## src/sgap_pkg.sv

```systemverilog
// ----------------------------------------------------------------------------
// sgap_pkg
// Shared types for the sequence gap emitter: the flags that travel with each
// emit command from the classifier to the emitter.
// ----------------------------------------------------------------------------
package sgap_pkg;

  // flags attached to one emit command
  typedef struct packed {
    logic truncated;     // gap was longer than the run limit
    logic out_of_order;  // input fell below the expected value
  } gap_flags_t;

  localparam int unsigned FLAGS_W = $bits(gap_flags_t);

endpackage

```

## src/sgap_front.sv

```systemverilog
// ----------------------------------------------------------------------------
// sgap_front
// Accepts input requests, tracks the next expected value and turns every
// request that needs results into one emit command (base, count, flags).
// ----------------------------------------------------------------------------
module sgap_front #(
  parameter int unsigned VALUE_WIDTH = 32,
  parameter int unsigned MAX_RUN     = 64,
  parameter int unsigned CNT_W       = 7
) (
  input  logic                    clk,
  input  logic                    rst,
  input  logic                    in_valid,
  output logic                    in_ready,
  input  logic [31:0]             value,
  input  logic                    start_req,
  output logic                    cmd_push,
  input  logic                    cmd_full,
  output logic [VALUE_WIDTH-1:0]  cmd_base,
  output logic [CNT_W-1:0]        cmd_count,
  output sgap_pkg::gap_flags_t    cmd_flags
);
  import sgap_pkg::*;

  localparam logic [VALUE_WIDTH:0] RUN_LIM = (VALUE_WIDTH + 1)'(MAX_RUN);

  logic [VALUE_WIDTH:0] expected_next;
  logic                 sequence_open;

  logic [VALUE_WIDTH:0] v_ext;
  logic [VALUE_WIDTH:0] gap;
  logic                 restart;
  logic                 below;
  logic                 big;
  logic                 has_result;
  logic                 accept;

  // classify the incoming request
  always_comb begin
    v_ext      = {1'b0, VALUE_WIDTH'(value)};
    restart    = start_req || !sequence_open;
    below      = v_ext < expected_next;
    gap        = v_ext - expected_next;
    big        = gap > RUN_LIM;
    has_result = !restart && (below || (gap != '0));
  end

  // command toward the emitter
  always_comb begin
    if (below) begin
      cmd_base  = v_ext[VALUE_WIDTH-1:0];
      cmd_count = CNT_W'(1);
    end else begin
      cmd_base  = expected_next[VALUE_WIDTH-1:0];
      cmd_count = big ? CNT_W'(MAX_RUN) : gap[CNT_W-1:0];
    end
    cmd_flags.truncated    = !below && big;
    cmd_flags.out_of_order = below;
  end

  assign in_ready = !cmd_full;
  assign accept   = in_valid && in_ready;
  assign cmd_push = accept && has_result;

  // expectation state
  always_ff @(posedge clk) begin
    if (rst) begin
      expected_next <= '0;
      sequence_open <= 1'b0;
    end else if (accept) begin
      if (restart) begin
        expected_next <= v_ext + 1'b1;
        sequence_open <= 1'b1;
      end else if (!below) begin
        expected_next <= v_ext + 1'b1;
      end
    end
  end

endmodule

```

## src/sgap_queue.sv

```systemverilog
// ----------------------------------------------------------------------------
// sgap_queue
// Two-entry command queue between the classifier and the emitter.
// ----------------------------------------------------------------------------
module sgap_queue #(
  parameter int unsigned DATA_W = 41
) (
  input  logic              clk,
  input  logic              rst,
  input  logic              push,
  input  logic [DATA_W-1:0] push_data,
  output logic              full,
  input  logic              pop,
  output logic              not_empty,
  output logic [DATA_W-1:0] pop_data
);

  logic [DATA_W-1:0] mem [2];
  logic              wr_ptr;
  logic              rd_ptr;
  logic [1:0]        fill;

  assign full      = fill == 2'd2;
  assign not_empty = fill != 2'd0;
  assign pop_data  = mem[rd_ptr];

  // storage
  always_ff @(posedge clk) begin
    if (push) begin
      mem[wr_ptr] <= push_data;
    end
  end

  // pointers and fill level
  always_ff @(posedge clk) begin
    if (rst) begin
      wr_ptr <= 1'b0;
      rd_ptr <= 1'b0;
      fill   <= 2'd0;
    end else begin
      if (push) begin
        wr_ptr <= !wr_ptr;
      end
      if (pop) begin
        rd_ptr <= !rd_ptr;
      end
      if (push && !pop) begin
        fill <= fill + 2'd1;
      end else if (pop && !push) begin
        fill <= fill - 2'd1;
      end
    end
  end

endmodule

```

## src/sgap_back.sv

```systemverilog
// ----------------------------------------------------------------------------
// sgap_back
// Emitter: takes one command at a time and counts out its results, one per
// cycle while the output is not stalled, into a registered output stage.
// ----------------------------------------------------------------------------
module sgap_back #(
  parameter int unsigned VALUE_WIDTH = 32,
  parameter int unsigned CNT_W       = 7
) (
  input  logic                    clk,
  input  logic                    rst,
  input  logic                    cmd_avail,
  output logic                    cmd_pop,
  input  logic [VALUE_WIDTH-1:0]  cmd_base,
  input  logic [CNT_W-1:0]        cmd_count,
  input  sgap_pkg::gap_flags_t    cmd_flags,
  output logic                    out_valid,
  input  logic                    out_ready,
  output logic [31:0]             missing_value,
  output logic                    last,
  output logic                    gap_truncated,
  output logic                    out_of_order
);
  import sgap_pkg::*;

  logic                   active;
  logic [VALUE_WIDTH-1:0] cur;
  logic [CNT_W-1:0]       left;
  gap_flags_t             flags;
  logic                   load_out;
  logic                   final_one;

  assign final_one = left == CNT_W'(1);
  assign load_out  = active && (!out_valid || out_ready);
  assign cmd_pop   = cmd_avail && (!active || (load_out && final_one));

  // command walk
  always_ff @(posedge clk) begin
    if (rst) begin
      active <= 1'b0;
    end else if (cmd_pop) begin
      active <= 1'b1;
    end else if (load_out && final_one) begin
      active <= 1'b0;
    end
  end

  always_ff @(posedge clk) begin
    if (cmd_pop) begin
      cur   <= cmd_base;
      left  <= cmd_count;
      flags <= cmd_flags;
    end else if (load_out) begin
      cur  <= cur + 1'b1;
      left <= left - 1'b1;
    end
  end

  // output register
  always_ff @(posedge clk) begin
    if (rst) begin
      out_valid <= 1'b0;
    end else if (load_out) begin
      out_valid <= 1'b1;
    end else if (out_ready) begin
      out_valid <= 1'b0;
    end
  end

  always_ff @(posedge clk) begin
    if (load_out) begin
      missing_value <= 32'(cur);
      last          <= final_one;
      gap_truncated <= flags.truncated && final_one;
      out_of_order  <= flags.out_of_order;
    end
  end

endmodule

```

## src/sorted_sequence_gap_emitter_unit.sv

```systemverilog
// ----------------------------------------------------------------------------
// sorted_sequence_gap_emitter_unit
// Reports values skipped in an ascending stream of sequence numbers.
// ----------------------------------------------------------------------------
// An input request that starts a sequence, or carries the expected value, is
// taken and gives no result, so such requests flow at one per cycle while
// the command queue has room. A request that jumps ahead gives
// min(gap, MAX_RUN) results and one that falls below the expected value gives
// a single out-of-order result; the emitter counts results out at one per
// cycle while out_ready does not stall the output. A two-entry command queue
// lets the input side run up to two result-producing requests ahead of the
// command being emitted; once it is full, in_ready drops for every request
// until the emitter takes the next command. A result passes from the command
// queue through the emitter's command registers and then the output register.
module sorted_sequence_gap_emitter_unit #(
  parameter int unsigned MAX_RUN     = 64,
  parameter int unsigned VALUE_WIDTH = 32
) (
  input  logic        clk,
  input  logic        rst,
  input  logic        in_valid,
  output logic        in_ready,
  input  logic [31:0] value,
  input  logic        start_req,
  output logic        out_valid,
  input  logic        out_ready,
  output logic [31:0] missing_value,
  output logic        last,
  output logic        gap_truncated,
  output logic        out_of_order
);
  import sgap_pkg::*;

  localparam int unsigned CNT_W  = $clog2(MAX_RUN + 1);
  localparam int unsigned DATA_W = VALUE_WIDTH + CNT_W + FLAGS_W;

  logic                   cmd_push;
  logic                   cmd_full;
  logic [VALUE_WIDTH-1:0] f_base;
  logic [CNT_W-1:0]       f_count;
  gap_flags_t             f_flags;

  logic                   cmd_pop;
  logic                   cmd_avail;
  logic [DATA_W-1:0]      q_out;
  logic [VALUE_WIDTH-1:0] b_base;
  logic [CNT_W-1:0]       b_count;
  gap_flags_t             b_flags;

  // classifier
  sgap_front #(
    .VALUE_WIDTH (VALUE_WIDTH),
    .MAX_RUN     (MAX_RUN),
    .CNT_W       (CNT_W)
  ) u_front (
    .clk       (clk),
    .rst       (rst),
    .in_valid  (in_valid),
    .in_ready  (in_ready),
    .value     (value),
    .start_req (start_req),
    .cmd_push  (cmd_push),
    .cmd_full  (cmd_full),
    .cmd_base  (f_base),
    .cmd_count (f_count),
    .cmd_flags (f_flags)
  );

  // command queue
  sgap_queue #(
    .DATA_W (DATA_W)
  ) u_queue (
    .clk       (clk),
    .rst       (rst),
    .push      (cmd_push),
    .push_data ({f_base, f_count, f_flags}),
    .full      (cmd_full),
    .pop       (cmd_pop),
    .not_empty (cmd_avail),
    .pop_data  (q_out)
  );

  assign {b_base, b_count, b_flags} = q_out;

  // emitter
  sgap_back #(
    .VALUE_WIDTH (VALUE_WIDTH),
    .CNT_W       (CNT_W)
  ) u_back (
    .clk           (clk),
    .rst           (rst),
    .cmd_avail     (cmd_avail),
    .cmd_pop       (cmd_pop),
    .cmd_base      (b_base),
    .cmd_count     (b_count),
    .cmd_flags     (b_flags),
    .out_valid     (out_valid),
    .out_ready     (out_ready),
    .missing_value (missing_value),
    .last          (last),
    .gap_truncated (gap_truncated),
    .out_of_order  (out_of_order)
  );

  // a queued command always carries between one and MAX_RUN results
  a_cmd_count: assert property (@(posedge clk) disable iff (rst)
    cmd_push |-> (f_count != '0) && (f_count <= CNT_W'(MAX_RUN)))
    else $error("emit command with bad count");

  // an out-of-order result stands alone and is never truncated
  a_ooo_single: assert property (@(posedge clk) disable iff (rst)
    out_valid && out_of_order |-> last && !gap_truncated)
    else $error("out-of-order result not single");

  // truncation is marked only on the final result of a run
  a_trunc_last: assert property (@(posedge clk) disable iff (rst)
    out_valid && gap_truncated |-> last)
    else $error("truncation flag before end of run");

endmodule

```

## config.mk

```make
export PLATFORM = sky130hd
export DESIGN_NAME = sorted_sequence_gap_emitter_unit
export DESIGN_NICKNAME = d
export VERILOG_FILES = /design/src/sgap_pkg.sv /design/src/sgap_front.sv /design/src/sgap_queue.sv /design/src/sgap_back.sv /design/src/sorted_sequence_gap_emitter_unit.sv
export SDC_FILE = /design/constraint.sdc
export NUM_CORES = 1
export LEC_CHECK = 0
export ABC_AREA = 1
export BUFFER_PORTS_ARGS = -buffer_cell sky130_fd_sc_hd__buf_4
export CAP_MARGIN = 20
export CORE_ASPECT_RATIO = 1.2
export CORE_MARGIN = 2
export CORE_UTILIZATION = 60
export CTS_CLUSTER_DIAMETER = 40
export DETAILED_ROUTE_END_ITERATION = 10
export HOLD_SLACK_MARGIN = 0.03
export PLACE_DENSITY = 0.77
export SETUP_SLACK_MARGIN = 0.1
export SYNTH_ARGS = -nofsm -noshare
export SYNTH_HDL_FRONTEND = slang
export SYNTH_SLANG_ARGS = --single-unit
```

## constraint.sdc

```tcl
create_clock -name clk -period 5.7 [get_ports clk]
set_input_delay 0.285 -clock clk [delete_from_list [all_inputs] [get_ports clk]]
set_output_delay 0.285 -clock clk [all_outputs]
set_load 0.1 [all_outputs]
```

# Word-level counts from Yosys, hierarchy flattened
# Memories as Yosys holds them, arrays and structs flattened. A register that Yosys moved wholly into a read port is not among the register bits.
# Cells that the tools add are included.
# totals
out_inout_bits	37
ff_bits	116
mem_bits_rw	82
n_memories	1
in_bits	37
# mem_list
memory	depth	width	read_ports	rd_clocked_by_memory_dff	wr	line	rtl
u_queue.mem	2	41	1	1	1	sgap_queue.sv:18	logic [DATA_W-1:0] mem [2];
# op_classes
addsub	6
magnitude_cmp	2
reduce_logical	32
eq_ne	3
n_mux	19
# ops
cell	count
2-to-1 mux 32 bit	3
2-to-1 mux 33 bit	2
adder 32 x 1 -> 33 bit (second input constant)	1
> comparator 33 x 7 -> 1 bit (second input constant)	1
less-than comparator 32 x 33 -> 1 bit	1
nonzero test 33 bit	1
subtractor 32 x 33 -> 33 bit	1
adder 32 x 1 -> 32 bit (second input constant)	1
2-to-1 mux 7 bit	4
logical AND 1 bit	10
zero test 1 bit	10
nonzero test 2 bit	5
2-to-1 mux 1 bit	8
== test 7 x 1 -> 1 bit (second input constant)	1
subtractor 7 x 1 -> 7 bit (second input constant)	1
logical OR 1 bit	4
2-to-1 mux 2 bit	2
AND reduction 2 bit	2
adder 2 x 1 -> 2 bit (second input constant)	1
== test 2 bit (second input constant)	1
inequality test 2 x 1 -> 1 bit (second input constant)	1
subtractor 2 x 1 -> 2 bit (second input constant)	1

# Logic depth before layout (Yosys ltp)
# logic_depth
ltp_word	9
mapped_depth	25
mapped_depth_nobuf	25

# Cells and area by module
# A second synthesis with hierarchy kept.
# hier_totals
cells_unflattened	1614
hier_area_um2	12787.3
# modules_own_cells
mod	cells_per_inst	instances	area_per_inst_um2
sgap_front	1013	1	5422.7
sgap_back	440	1	3972.6
sgap_queue	161	1	3392.0

# Worst setup path before layout
# OpenSTA, ideal clock, no wires.
# synth_path
kind	register to register
start	register u_back.out_valid
end	register u_back.cur[0] (enable)
synth_period_minus_slack_ns	4.180
path_buffers	0
stages_incl_launch_ff	4
required_ns	5.211
setup_slack_ns	1.520
arrival_ns	3.690
cell_sequence	dfxtp_1 nand2_1 inv_1 o21ai_0
# synth_between
elab_chain_cells	7
# synth_rtl
item	line	rtl
start: declaration	sgap_back.sv:17	output logic out_valid,
start signal: assignment	sgap_back.sv:62	out_valid <= 1'b0;
start signal: assignment	sgap_back.sv:64	out_valid <= 1'b1;
start signal: assignment	sgap_back.sv:66	out_valid <= 1'b0;
zero test 1 bit (*)	sgap_back.sv:34	assign load_out = active && (!out_valid || out_ready);
logical OR 1 bit (*)	sgap_back.sv:34	
logical AND 1 bit (*)	sgap_back.sv:34	
logical AND 1 bit	sgap_back.sv:35	assign cmd_pop = cmd_avail && (!active || (load_out && final_one));
logical OR 1 bit	sgap_back.sv:35	
logical AND 1 bit	sgap_back.sv:35	
nonzero test 2 bit (no source line) (*)	--	
end signal: assignment	sgap_back.sv:50	cur <= cmd_base;
end signal: assignment	sgap_back.sv:54	cur <= cur + 1'b1;
end: declaration	sgap_back.sv:27	logic [VALUE_WIDTH-1:0] cur;
# Mark *: on every way between the ends. The rest lies on a longest branch, timed or not.
# A chain may end at the register's enable or synchronous reset.

# Final worst setup path
# layout_path
start	register u_front.expected_next[28]
end	memory u_queue.mem[0][18] (enable)
# layout_between
elab_chain_cells	7
# layout_rtl
item	line	rtl
start: declaration	sgap_front.sv:27	logic [VALUE_WIDTH:0] expected_next;
start signal: assignment	sgap_front.sv:72	expected_next <= v_ext + 1'b1;
start signal: assignment	sgap_front.sv:75	expected_next <= v_ext + 1'b1;
subtractor 32 x 33 -> 33 bit	sgap_front.sv:43	gap = v_ext - expected_next;
nonzero test 33 bit	sgap_front.sv:45	has_result = !restart && (below || (gap != '0));
logical OR 1 bit (*)	sgap_front.sv:45	
logical AND 1 bit (*)	sgap_front.sv:45	
logical AND 1 bit (*)	sgap_front.sv:63	assign cmd_push = accept && has_result;
2-to-1 mux 1 bit (*)	sgap_queue.sv:29	if (push) begin
2-to-1 mux 1 bit (implied by the code) (*)	sgap_queue.sv:30	mem[wr_ptr] <= push_data;
end: declaration	sgap_queue.sv:18	
# Marked as above.

==> out/qor.yml <==
pwr:
  comb_power_share_pct: 45.1
  power_switching_share_pct: 45.1
  internal-power_w: 0.00361
  vdd_ir_drop_max_mv: 0.391
  net_switching_power_figure_w: 0.00296
  power_leakage_nw: 6.20
  cellPowerDensity_nw_per_um2: 486
  total_power_w: 0.00657
  p_seq_share_pct: 36.2
  p_clk_share_pct: 18.7
floorplanning:
  dieHeight_microns: 160
  die_w_microns: 134
  start_util_pct: 61.5
  floorplan.rows: 56
  io_pins: 74
  core_area_sq_um: 19700
  die-area_sq_um: 21300
layout:
  drive_above_1_share_pct: 11.2
  postLayoutCellArea_sq_um: 13500
  final_net_count: 1684
  register_area_sq_um: 5570
  antenna-diode-count: 0
  multi_input_comb_area_sq_um: 5410
  fillers: 1634
  area.growth.synth_to_final_pct: 11.8
  final_util_pct: 68.7
cts:
  post-cts-setup-buffer-count: 0
  clock_insertion_delay_worst_skew_ps: 430
  clock_sink_count: 199
  clock_slew_at_the_register_clock_pins_of_the_worst_setup_and_hold_paths_ps: 80
  htreeDepth: 4
  cts_repair_resize_count: 0
  cts_made_buffers: 17
  clock_path_buffers: 2
  cts_tree: "done"
  cts_hold_repair.buffers: 0
  cts_root_buf: "clkbuf_16"
route:
  post_drt_via_cell_ratio: 5.33
  drt-initial-drc-count: 705
  route.vias.total: 10000
  routed_wire_length_per_instance_microns: 15.7
  drt_wl_total_mm: 29.5
  first_pass_iters: 5
  final_antenna_net_count: 0
  route.detailed.drc: 0
critical_path:
  endpoint_kind: "flip-flop"
  crit_path_max_fanout: 25
  worst_r2r_endpoint: "u_queue.mem[0][18]$_DFFE_PP_"
  cp_data_arrival_time_ps: 4030
  cp-start-kind: "flip-flop"
  r2r_startpoint: "u_front.expected_next[28]$_SDFFE_PP0P_"
  worst-r2r-cell-count: 13
  critical_path_required_ps: 5810
  r2r_setup_slack_ps: 1770
  worst-setup-path-type: "reg -> reg"
place:
  dp_hpwl_mm: 22.9
  dpl-instance-area_sq_um: 12900
  place.gp.congestion: 1.03
  number_of_buffer_cells_added_on_primary_ports: 73
yosys:
  synth_seq_cells: 199
  synth-async-reset-ratio_pct: 0
  dominantRegCellSynth: "edfxtp_1"
  synthCells: 1540
  mappedNetlistNets: 1615
  syn-cell-area_sq_um: 12100
  number_of_enable_flip_flop_cells_after_synthesis: 158
  post_synth_num_cell_types: 48
  seq_area_frac_synth_pct: 46.0
  yosysWarningCount: 0
  synth_area_per_cell_sq_um: 7.86
worst_hold_path:
  timing.hold.worst.class: "in -> reg"
  min-delay-start: "value[0]"
  worstHoldPathCells: 2
  holdPathEnd: "u_front.expected_next[0]$_SDFFE_PP0P_"
global_routing:
  antenna_violations_before_repair: 0
  global_route.overflow_total: 0
  largest_net_degree_at_the_start_of_global_routing: 57
  grt_first_pass_wirelength_mm: 47.2
  via_count_of_the_first_global_routing_pass: 9508
  groute.usage.overall_pct: 28.2
timing:
  rsz0062_at_grt: "no"
  final-hold-violation-count: 0
  final-max-slew-violation-count: 0
  final_period_minus_worst_setup_slack_ps: 3930
  whs_ps: 87.7
  worst_clock_skew_ps: 14.9
  fin_tns_setup_ps: 0
  setup_viol_count_final: 0
  fin_crit_sh_pct: 68.9
  worstMarginPinSlew_ps: 978
  maximum_clock_frequency_mhz: 255
  slew_headroom_pct: 34.7
outcome:
  run_status: "completed"
job:
  drv_cap: 0
[through the flow]
| step | std cells | setup WS, ps |
|---|---|---|
| floorplan | 1540 | 1520 |
| global placement | 1851 | 1800 |
| detailed placement | 1851 | 1770 |
| CTS | 1882 | 1790 |
| global route | 1882 | 1510 |
| finish | 1882 | 1770 |
[worst max-delay path, stage by stage (launching register included)]
cell and delay, ps:
dfxtp_1 350, inv_1 70, ha_1 380, nand2_1 170, inv_1 60, nand2_1 50
and2_1 160, o211ai_1 110, a21oi_1 350, nand3_2 510, nand4_2 340, nand2_1 130
nor2_4 530, buf_4 380
[layout by cell type, fill, tap and decap left out, types with 2 or more instances in the layout]
master and n:
nor3_1 22, a21o_1 10, nor2_2 22, ha_1 37, edfxtp_1 158, o31ai_1 2, nand2_1 463, clkinv_1 2
nand4_1 23, nand3_1 61, clkinv_4 3, dfxtp_1 41, or2_2 3, nor2_4 4, xor2_1 49, buf_4 83
inv_8 6, nor4_4 2, a211oi_1 2, inv_2 4, o21ai_1 5, clkbuf_16 17, a31oi_1 22, nand3b_1 4
nor4_1 6, nor2_1 113, o21ai_0 72, inv_1 258, xnor2_1 16, clkinvlp_4 2, o211ai_1 3, nand3_2 7
nor3_2 5, bufinv_16 2, a21oi_1 66, nand2_2 11
[logic make-up after synthesis]
logic type | synth area share (%)
AOI/OAI and AO/OA | 8.46
xor gates and xnor gates | 4.84
adders and majority gates | 3.99
buffers and inverters | 9.48
DFF | 46.0
and+or+nand+nor | 27.2
[layout make-up]
type                            count  area share [%]
Inverter                          264            7.32
Clock buffer                       17            3.14
Tap cell                          261            2.41
Multi-Input combinational cell   1044            40.0
Sequential cell                   199            41.1
Timing Repair Buffer               83            4.61
Clock inverter                     14            1.37
[layer usage]
layer | share of wire [%] | track usage [%] | vias to the layer above
met2 | 50 | 49.1 | 323
met4 | 3.1 | 11.1 | 0
li1 | - | - | 5085
met3 | 4.6 | 2.90 | 52
met1 | 42 | 36.0 | 4568
met5 | 0 | 0 | -
[flip-flops by register name, summed over array words and instances, names as in the netlist, 2 cells and up, named ones only]
register	cells
u_back.missing_value	32
u_front.expected_next	33
u_queue.mem	82
u_back.cur	32
u_back.left	7
u_back.flags	2
u_queue.fill	2
[worst max-delay path by stage]
| stage | startpoint | cells past startpoint | end |
|---|---|---|---|
| 6_report | u_front.expected_next[28]$_SDFFE_PP0P_ | 13 | u_queue.mem[0][18]$_DFFE_PP_ |
| 3_5_place_dp | value[28] | 13 | u_queue.mem[0][11]$_DFFE_PP_ |
| 4_1_cts | u_front.expected_next[28]$_SDFFE_PP0P_ | 13 | u_queue.mem[0][21]$_DFFE_PP_ |
| 2_1_floorplan | u_back.out_valid$_SDFFE_PP0P_ | 3 | u_back.cur[0]$_DFFE_PP_ |
| 3_3_place_gp | value[28] | 13 | u_queue.mem[0][11]$_DFFE_PP_ |
| 5_1_grt | u_front.expected_next[28]$_SDFFE_PP0P_ | 13 | u_front.expected_next[20]$_SDFFE_PP0P_ |
[power groups by stage]
| stage | Clock (W) | Combinational [W] | Sequential (W) |
|---|---|---|---|
| after floorplan | 0 | 0.00163 | 0.00301 |
| after global placement | 0 | 0.00288 | 0.00239 |
| after detailed placement | 0 | 0.00293 | 0.00241 |
| after CTS | 0.00124 | 0.00296 | 0.00238 |
| after global routing | 0.00130 | 0.00325 | 0.00242 |
| final | 0.00123 | 0.00297 | 0.00238 |
[cells in the mapped netlist (3+ instances only)]
| library cell | count | area share, % |
|---|---|---|
| a21o_1 | 10 | 0.62 |
| a21oi_1 | 66 | 2.7 |
| a31oi_1 | 22 | 1.1 |
| buf_2 | 4 | 0.17 |
| buf_6 | 3 | 0.28 |
| clkbuf_1 | 23 | 0.71 |
| dfxtp_1 | 41 | 6.8 |
| edfxtp_1 | 158 | 39 |
| ha_1 | 37 | 3.8 |
| inv_1 | 258 | 8.0 |
| inv_2 | 4 | 0.12 |
| nand2_1 | 463 | 14 |
| nand2_2 | 11 | 0.57 |
| nand3_1 | 61 | 2.5 |
| nand3_2 | 7 | 0.58 |
| nand3b_1 | 4 | 0.25 |
| nand4_1 | 23 | 1.2 |
| nor2_1 | 115 | 3.6 |
| nor2_2 | 21 | 1.1 |
| nor2_4 | 3 | 0.28 |
| nor3_1 | 22 | 0.91 |
| nor3_2 | 5 | 0.41 |
| nor4_1 | 6 | 0.31 |
| o211ai_1 | 3 | 0.19 |
| o21ai_0 | 73 | 3.0 |
| o21ai_1 | 6 | 0.25 |
| or2_2 | 3 | 0.16 |
| xnor2_1 | 16 | 1.2 |
| xor2_1 | 49 | 3.5 |
Power figures use the tool's default switching activity.
